## src/design/lrs_pkg.sv

```systemverilog
// Package for the LRU slot replacement block: field widths, defaults and the
// structs passed between the top level and the slot cells. No dependencies.
package lrs_pkg;

	localparam int PART_W = 16;
	localparam int BIN_W = 13;
	localparam int IDX_W = 3;

	localparam int NUM_SLOTS_DEF = 5;
	localparam int PARTS_PER_BIN_DEF = 10;

	// Broadcast from the top level to every cell for the request in flight.
	typedef struct packed {
		logic update;
		logic any_hit;
		logic any_empty;
		logic [BIN_W-1:0] bin;
	} lrs_ctrl_t;

	// Priority chain handed from each cell to its higher-numbered neighbor.
	typedef struct packed {
		logic hit_seen;
		logic empty_seen;
		logic victim_seen;
	} lrs_chain_t;

	// What a cell reports back about the current request.
	typedef struct packed {
		logic target;
		logic [BIN_W-1:0] old_bin;
	} lrs_cell_out_t;

endpackage

```

## src/design/lrs_cell.sv

```systemverilog
// One slot of the LRU store: holds a bin, its valid bit and its recency rank.
// Depends on lrs_pkg for the control, chain and report structs.
module lrs_cell #(
	parameter int NUM_SLOTS = lrs_pkg::NUM_SLOTS_DEF
) (
	input  logic                                       clk,
	input  logic                                       arst_n,
	input  lrs_pkg::lrs_ctrl_t                         ctrl,
	input  logic [$clog2(NUM_SLOTS)-1:0]               hit_rank,
	input  lrs_pkg::lrs_chain_t                        chain_in,
	output lrs_pkg::lrs_chain_t                        chain_out,
	output logic [$clog2(NUM_SLOTS)-1:0]               rank_tap,
	output lrs_pkg::lrs_cell_out_t                     report
);
	import lrs_pkg::*;

	localparam int RANK_W = $clog2(NUM_SLOTS);
	localparam logic [RANK_W-1:0] RANK_MAX = RANK_W'(NUM_SLOTS - 1);

	logic [BIN_W-1:0]  bin_q;
	logic              valid_q;
	logic [RANK_W-1:0] rank_q;

	logic take_hit;
	logic take_empty;
	logic take_victim;
	logic target;
	logic ages;

	always_comb begin
		take_hit    = valid_q && (bin_q == ctrl.bin) && !chain_in.hit_seen;
		take_empty  = !valid_q && !chain_in.empty_seen;
		// With every slot full the ranks are a permutation, so only one slot is oldest.
		take_victim = valid_q && (rank_q == RANK_MAX) && !chain_in.victim_seen;

		chain_out.hit_seen    = chain_in.hit_seen || take_hit;
		chain_out.empty_seen  = chain_in.empty_seen || take_empty;
		chain_out.victim_seen = chain_in.victim_seen || take_victim;

		if (ctrl.any_hit) begin
			target = take_hit;
		end else if (ctrl.any_empty) begin
			target = take_empty;
		end else begin
			target = take_victim;
		end

		// On a hit only the slots younger than the hit slot age.
		ages = valid_q && !target && (!ctrl.any_hit || (rank_q < hit_rank));

		rank_tap       = take_hit ? rank_q : '0;
		report.target  = target;
		report.old_bin = (target && !ctrl.any_hit && !ctrl.any_empty) ? bin_q : '0;
	end

	always_ff @(posedge clk or negedge arst_n) begin
		if (!arst_n) begin
			valid_q <= 1'b0;
			rank_q  <= '0;
		end else if (ctrl.update) begin
			if (target) begin
				valid_q <= 1'b1;
				rank_q  <= '0;
			end else if (ages) begin
				rank_q <= rank_q + RANK_W'(1);
			end
		end
	end

	always_ff @(posedge clk) begin
		if (ctrl.update && target) begin
			bin_q <= ctrl.bin;
		end
	end

endmodule

```

## src/design/lru_slot_replacement_top.sv

```systemverilog
// LRU slot replacement: a request beat is accepted, its bin is computed in the
// first stage, and the slot row is updated as the result moves to the output
// register. Each beat passes through the first-stage register and then the output
// register; one beat per cycle is sustained while the output is not stalled.
// Reset empties every slot at once; no clearing pass is needed.
module lru_slot_replacement_top #(
	parameter int NUM_SLOTS = lrs_pkg::NUM_SLOTS_DEF,
	parameter int PARTS_PER_BIN = lrs_pkg::PARTS_PER_BIN_DEF
) (
	input  logic                       clk,
	input  logic                       arst_n,
	input  logic                       in_valid,
	output logic                       in_stall,
	input  logic [lrs_pkg::PART_W-1:0] part_number,
	output logic                       out_valid,
	input  logic                       out_stall,
	output logic [lrs_pkg::BIN_W-1:0]  bin_number,
	output logic                       hit,
	output logic [lrs_pkg::IDX_W-1:0]  slot_index,
	output logic                       evicted_valid,
	output logic [lrs_pkg::BIN_W-1:0]  evicted_bin
);
	import lrs_pkg::*;

	localparam int RANK_W = $clog2(NUM_SLOTS);
	// Quotient by reciprocal: exact for 16-bit dividends and divisors up to 256.
	localparam int DIV_SHIFT = 25;
	localparam int RECIP_W = DIV_SHIFT + 1;
	localparam logic [RECIP_W-1:0] RECIP =
		RECIP_W'(((2 ** DIV_SHIFT) + PARTS_PER_BIN - 1) / PARTS_PER_BIN);
	localparam int PROD_W = PART_W + RECIP_W;

	logic [PROD_W-1:0] product;
	logic              valid_s1;
	logic [BIN_W-1:0]  bin_s1;
	logic              out_free;
	logic              s1_free;

	lrs_ctrl_t         ctrl;
	lrs_chain_t        chain [NUM_SLOTS+1];
	lrs_cell_out_t     report [NUM_SLOTS];
	logic [RANK_W-1:0] rank_tap [NUM_SLOTS];
	logic [RANK_W-1:0] hit_rank;
	logic [IDX_W-1:0]  idx;
	logic [BIN_W-1:0]  old_bin;

	logic              out_valid_q;
	logic [BIN_W-1:0]  bin_q;
	logic              hit_q;
	logic [IDX_W-1:0]  idx_q;
	logic              evicted_q;
	logic [BIN_W-1:0]  evicted_bin_q;

	assign out_free = !out_valid_q || !out_stall;
	assign s1_free  = !valid_s1 || out_free;
	assign in_stall = !s1_free;
	assign product  = PROD_W'(part_number) * PROD_W'(RECIP);

	always_ff @(posedge clk or negedge arst_n) begin
		if (!arst_n) begin
			valid_s1 <= 1'b0;
		end else if (s1_free) begin
			valid_s1 <= in_valid;
		end
	end

	always_ff @(posedge clk) begin
		if (s1_free && in_valid) begin
			bin_s1 <= product[DIV_SHIFT +: BIN_W];
		end
	end

	assign chain[0] = '0;

	always_comb begin
		ctrl.update    = valid_s1 && out_free;
		ctrl.any_hit   = chain[NUM_SLOTS].hit_seen;
		ctrl.any_empty = chain[NUM_SLOTS].empty_seen;
		ctrl.bin       = bin_s1;
	end

	for (genvar g = 0; g < NUM_SLOTS; g++) begin : g_cell
		lrs_cell #(
			.NUM_SLOTS(NUM_SLOTS)
		) u_cell (
			.clk      (clk),
			.arst_n   (arst_n),
			.ctrl     (ctrl),
			.hit_rank (hit_rank),
			.chain_in (chain[g]),
			.chain_out(chain[g+1]),
			.rank_tap (rank_tap[g]),
			.report   (report[g])
		);
	end

	// Exactly one cell is the target, so the reductions are plain ORs.
	always_comb begin
		hit_rank = '0;
		idx      = '0;
		old_bin  = '0;
		for (int i = 0; i < NUM_SLOTS; i++) begin
			hit_rank = hit_rank | rank_tap[i];
			old_bin  = old_bin | report[i].old_bin;
			if (report[i].target) begin
				idx = idx | IDX_W'(i);
			end
		end
	end

	always_ff @(posedge clk or negedge arst_n) begin
		if (!arst_n) begin
			out_valid_q <= 1'b0;
		end else if (out_free) begin
			out_valid_q <= valid_s1;
		end
	end

	always_ff @(posedge clk) begin
		if (ctrl.update) begin
			bin_q         <= bin_s1;
			hit_q         <= ctrl.any_hit;
			idx_q         <= idx;
			evicted_q     <= !ctrl.any_hit && !ctrl.any_empty;
			evicted_bin_q <= old_bin;
		end
	end

	assign out_valid     = out_valid_q;
	assign bin_number    = bin_q;
	assign hit           = hit_q;
	assign slot_index    = idx_q;
	assign evicted_valid = evicted_q;
	assign evicted_bin   = evicted_bin_q;

endmodule

```

## config.mk

```make
export PLATFORM = sky130hd
export DESIGN_NAME = lru_slot_replacement_top
export DESIGN_NICKNAME = d
export VERILOG_FILES = /design/src/design/lrs_pkg.sv /design/src/design/lrs_cell.sv /design/src/design/lru_slot_replacement_top.sv
export SDC_FILE = /design/constraint.sdc
export NUM_CORES = 1
export LEC_CHECK = 0
export BUFFER_PORTS_ARGS = -buffer_cell sky130_fd_sc_hd__buf_4
export CAP_MARGIN = 15
export CORE_MARGIN = 5
export CORE_UTILIZATION = 55
export CTS_CLUSTER_SIZE = 30
export DETAILED_ROUTE_END_ITERATION = 8
export PLACE_DENSITY = 0.76
export SLEW_MARGIN = 20
export SYNTH_ARGS = -nofsm -noshare
export SYNTH_HDL_FRONTEND = slang
export SYNTH_SLANG_ARGS = --single-unit
```

## constraint.sdc

```tcl
create_clock -name clk -period 3.66 [get_ports clk]
set_clock_uncertainty 0.05 [all_clocks]
set_input_delay 0.183 -clock clk [delete_from_list [all_inputs] [get_ports clk]]
set_output_delay 0.183 -clock clk [all_outputs]
set_load 0.005 [all_outputs]
```

* Yosys cells after proc, flatten, opt, wreduce, memory -nomap -nowiden *
Index checks and enable logic that the tools add are counted.

storage, ports and cells
  output and inout bits = 33
  logic and storage cells = 196
  register bits = 131

cells by class
  multipliers = 1
  equality and inequality tests = 10
  add/sub/neg operators = 5
  reduce and logical (&&, ||, !) cells = 110
  bitwise operators = 8
  $lt $le $gt $ge = 5
  mux-type cells = 33

operators with widths
  kind                                                                   count
  13-bit equality test                                                   5
  13-bit 2-to-1 mux                                                      5
  13-bit bitwise OR                                                      4
  1-bit logical AND                                                      50
  3-bit 2-to-1 mux                                                       15
  16-bit by 20-bit multiplier with 36-bit output, second input constant  1
  1-bit logical NOT                                                      27
  2-bit AND reduction                                                    10
  1-bit logical OR                                                       18
  3-bit by 1-bit adder with 3-bit output, second input constant          5
  3-bit equality test, second input constant                             5
  3-bit < comparator                                                     5
  3-bit bitwise OR                                                       4
  1-bit 2-to-1 mux                                                       11
  2-bit nonzero test                                                     5
  2-bit 2-to-1 mux                                                       2

* Depth between registers and ports, before layout *
  depth in word-level cells = 22
  gate-level depth with buffers = 22
  mapped depth without buffers = 22

* By module *
From an unflattened synthesis, not the netlist that was laid out.

second synthesis, totals
  cells, all modules = 1,129
  area total of the unflattened synthesis = 11,551.1 µm²

modules (own cells, without submodules)
  module                    cells an instance  area each (µm²)  instances
  lru_slot_replacement_top  639                6,408.6          1
  lrs_cell                  98                 1,028.5          5

* Worst setup path after synthesis *
Ideal clock, no wire load.

  kind = input to register
  start point = input part_number[1] in the netlist's numbering
  end point = register bin_s1[12], data pin
  buffers on the path = 0
  cell stages on the path = 20
  required time = 3.453 ns
  slack = -2.037 ns
  library setup time = 0.157 ns
  arrival = 5.490 ns
  cell sequence = ha_1 -> inv_1 -> fa_1 -> inv_1 -> fa_1 -> inv_1 -> fa_1 -> fa_1 -> fa_1 -> inv_1 -> ha_1 -> a211oi_1 -> nor2_1 -> o41a_1 -> nor3_1 -> a21oi_1 -> o41ai_2 -> o21ai_0 -> and4_1 -> nor3_1

between the ends
  word-level cells in the longest chain between the ends = 1

RTL lines
  item                                            line                            RTL
  from (decl)                                     lru_slot_replacement_top.sv:14  input logic [lrs_pkg::PART_W-1:0] part_number,
  16-bit by 20-bit multiplier with 36-bit output  lru_slot_replacement_top.sv:57  assign product = PROD_W'(part_number) * PROD_W'(RECIP);
  named net product[37]                           lru_slot_replacement_top.sv:33  logic [PROD_W-1:0] product;
  to (signal assigned)                            lru_slot_replacement_top.sv:69  bin_s1 <= product[DIV_SHIFT +: BIN_W];
  to (decl)                                       lru_slot_replacement_top.sv:35  logic [BIN_W-1:0] bin_s1;

The timed path passes the listed nets, and every way through them passes these cells.
A chain may end at the register's enable or synchronous reset.

* Final worst setup path *
  start point = input part_number[2] in the netlist's numbering
  end point = register bin_s1[10], data pin

Same word-level chain as after synthesis.

==> key figures <==
Drt
  • Routed wire length per instance: 18.6 um
  • Via/cell ratio: 5.59
  • DR vias: 8,158
  • Final WL: 27,100 um
  • TritonRoute pass-1 iters: 6
  • Starting DRT DRC Count: 656
  • Drc violations: 0
  • Final ANT Viol Nets: 0

Synth
  • Synth Warn #: 0
  • Cell variety after synth: 64
  • Simple logic cell fraction of the synthesized area: 11.0%
  • XOR/XNOR share of the synthesized area: 6.34%
  • Post-Syn Area: 10,800 um^2
  • Async set or reset register ratio after synthesis: 16.8%
  • Main combinational cell family by area after synthesis: adder cells
  • Synth Area in Compound Gates: 7.80%
  • Ranking of synthesized cells by area: edfxtp_1 (30%), ha_1 (17%), fa_1 (14%)
  • Post-synth EDFFs: 109
  • Multiplexer share of the synthesized area: 0.198%
  • Synth Flop Type: edfxtp_1
  • Seq/Total Area, Yosys: 35.6%
  • Post-synth top area share: 30.4%
  • Synthesized instance count: 965
  • Yosys reg bits: 131
  • Synthesized area per cell: 11.1 um^2
  • Synth area leader: edfxtp_1
  • Post-Synth Adder-Cell Area: 31.3%
  • Synth Net Count: 1,208

Clocking
  • Root buf cell: clkbuf_16
  • CTS tree: done
  • Clock Pin Slew Worst Setup and Hold Paths: 0.06 ns
  • Clk_lat worst skew: 0.42 ns
  • Clock sinks: 131
  • H-tree depth: 4
  • CTS Buf Count: 17
  • Clk buf depth: 2

Setup path
  • Crit start category: input port
  • CP endpoint kind: register
  • Critical path depth in cells: 21
  • Critical Path, Cell by Cell: buf_8 -> ha_4 -> inv_2 -> fa_1 -> inv_2 -> fa_1 -> inv_1 -> fa_1 -> fa_1 -> fa_1 -> inv_2 -> ha_4 -> a211oi_2 -> nor2_1 -> o41a_1 -> nor3_4 -> a21oi_4 -> o41ai_4 -> nor2b_1 -> a21o_1 -> o21a_1
  • RR Startpoint: bin_s1[9]
  • Arr. time, crit path: 5.26 ns
  • CP max stage delay: 0.53 ns
  • Critical path class: input port to register
  • Setup crit start: part_number[2]
  • Slowest-stage cell, CP: fa_1
  • Most frequent CP cell: fa_1
  • Worst path required time: 3.79 ns
  • Crit-path max FO: 3
  • CP top delay family: adder cells
  • WP buf/inv: 5
  • FF-to-FF path depth: 15

STA
  • Worst Hold Margin: 0.151 ns
  • Maximum clock rate: 195 MHz
  • Hold Vio Cnt, Final: 0
  • Slew Viols, Final: 0
  • Tmin final: 5.13 ns
  • Period utilization: 140%
  • Worst-margin pin slew: 0.990 ns
  • Final setup viols: 13
  • Max-Slew Margin vs Limit: 33.9%
  • RSZ-0062 raised after global routing: yes
  • TNS Setup: -16.38 ns
  • Final WS setup: -1.47 ns

Placed design
  • RD Place Congestion: 0.997
  • Input/output buffers: 52
  • Dpl ws: -2.00 ns
  • DP HPWL: 20,600 um

Floorplanning
  • Num rows: 51
  • Die width: 150 um
  • Die Height: 150 um
  • Total core area: 19,300 um^2
  • Die area: 22,400 um^2
  • I/O pins: 53
  • Initial Util: 55.6%

Run
  • Max_cap viols: 0

Layout
  • Syn-to-layout area delta: 27.3%
  • Diode count: 0
  • Nets: 1,424
  • Share of cells above drive strength 1: 28.9%

Global routing
  • GRT Util Overall: 24.4%
  • First-pass GRT wire length: 42,000 um
  • Pin count of the biggest net entering global routing: 27
  • Antenna violations before repair: 0
  • Vias in the first global route: 8,307
  • GRT Residual Overflow: 0

Power
  • Max VDD drop: 521 uV
  • Total power: 0.0129 W
  • Power density over the cells: 944 nW/um^2
  • Leak pwr: 6.35 nW

Status
  • Status: finished with violations
  • Failing checks: negative setup slack

Worst hold path
  • Hold Crit Class: input port to asynchronous set/reset pin
[synthesized netlist by cell type, types with 3 or more instances]
library cell	number
or2_2	4
a211oi_1	6
buf_6	6
nor2b_1	3
buf_2	3
o21ai_0	26
a31oi_1	5
nand3_1	17
xor2_1	5
a222oi_1	13
buf_4	11
nand2_1	60
ha_1	146
and4_1	6
or4_1	4
xnor2_1	71
and2_1	6
nor2_1	28
o21ai_1	3
nor4_4	3
a21oi_1	26
o21bai_1	3
inv_1	172
a211o_1	4
nor4_1	6
nand4_1	27
nand2b_1	6
nor3_1	11
nor2_2	3
a21o_1	5
clkbuf_1	5
o21a_1	3
edfxtp_1	109
fa_1	77
nand3b_1	4
a22oi_1	14
dfrtp_1	22
and3_1	9
[worst paths after layout]
check / end / slack (ns)
worst max-delay path: bin_s1[10] / -1.47
worst min-delay path: g_cell[0].u_cell.rank_q[0] / 0.15
worst max register to register: g_cell[1].u_cell.rank_q[2] / 0.15
worst min register to register: out_valid / 0.46
max in group asynchronous: g_cell[2].u_cell.rank_q[0] / 3.17
min in group clk: valid_s1 / 0.46
[final cells by class]
class	count	area [um^2]
clock buffer	21	450
clock inverter	11	200
fill	1301	5650
inverter	174	656
multi-input combinational	635	6520
sequential	131	3820
tap	265	332
timing repair buffer	222	1700
[layout by cell type (no fill, tap or decap), types with 6 or more instances in the layout]
master,n
buf_4,212
inv_1,163
ha_1,137
edfxtp_1,109
fa_1,76
nand2_1,58
xnor2_1,55
nand4_1,27
nor2_1,23
dfrtp_1,22
o21ai_0,21
nand3_1,17
clkbuf_16,17
xnor2_2,16
a21oi_1,14
a22oi_1,14
a222oi_1,13
a21oi_2,12
inv_2,9
and3_1,9
nor3_1,8
nor2_2,7
ha_4,7
and4_1,6
nand2b_1,6
o21ai_1,6
buf_6,6
[what timing repair did]
action                                  in CTS  in global routing
hold endpoints to repair                    24                  0
gates resized for setup                     19                 56
buffers inserted                             9                 34
pin swaps                                   19                 20
hold buffers                                 3                  0
endpoints found under the setup margin      14                 31
[registers in the layout, summed over array words and instances, names as in the netlist]
name and count:
hit 1, evicted_bin 13, out_valid 1, valid_s1 1, slot_index 3, g_cell.u_cell.rank_q 15, bin_s1 13, g_cell.u_cell.bin_q 65
g_cell.u_cell.valid_q 5, evicted_valid 1, bin_number 13
[layer usage]
metal | wire length, um | track usage (%)
met1 | 10400 | 28.9
met2 | 13900 | 44.1
met3 | 1610 | 4.12
met4 | 1220 | 9.38
met5 | 0 | 0
[per-stage QoR]
stage,cells,cell area [um^2],utilization (%)
3_3_place_gp,1386,12400,63.9
2_1_floorplan,965,10800,-
5_1_grt,1459,13700,70.8
4_1_cts,1430,13200,68.2
6_report,1459,13700,70.8
3_5_place_dp,1386,12400,63.9
[cell families (layout without fill, tap and decap cells)]
kind of cell | count (synthesis) | in the layout
AOI/OAI and AO/OA | 123 | 123
xor gates and xnor gates | 77 | 77
adders and majority gates | 223 | 223
buffers and inverters | 199 | 428
DFF | 131 | 131
muxes | 2 | 2
and+or+nand+nor | 210 | 210
[power breakdown]
group / internal, W / switching (W)
clock network: 0.00123 / 0.000649
logic: 0.00383 / 0.00437
registers: 0.00242 / 0.000420
Power figures use the tool's default switching activity.
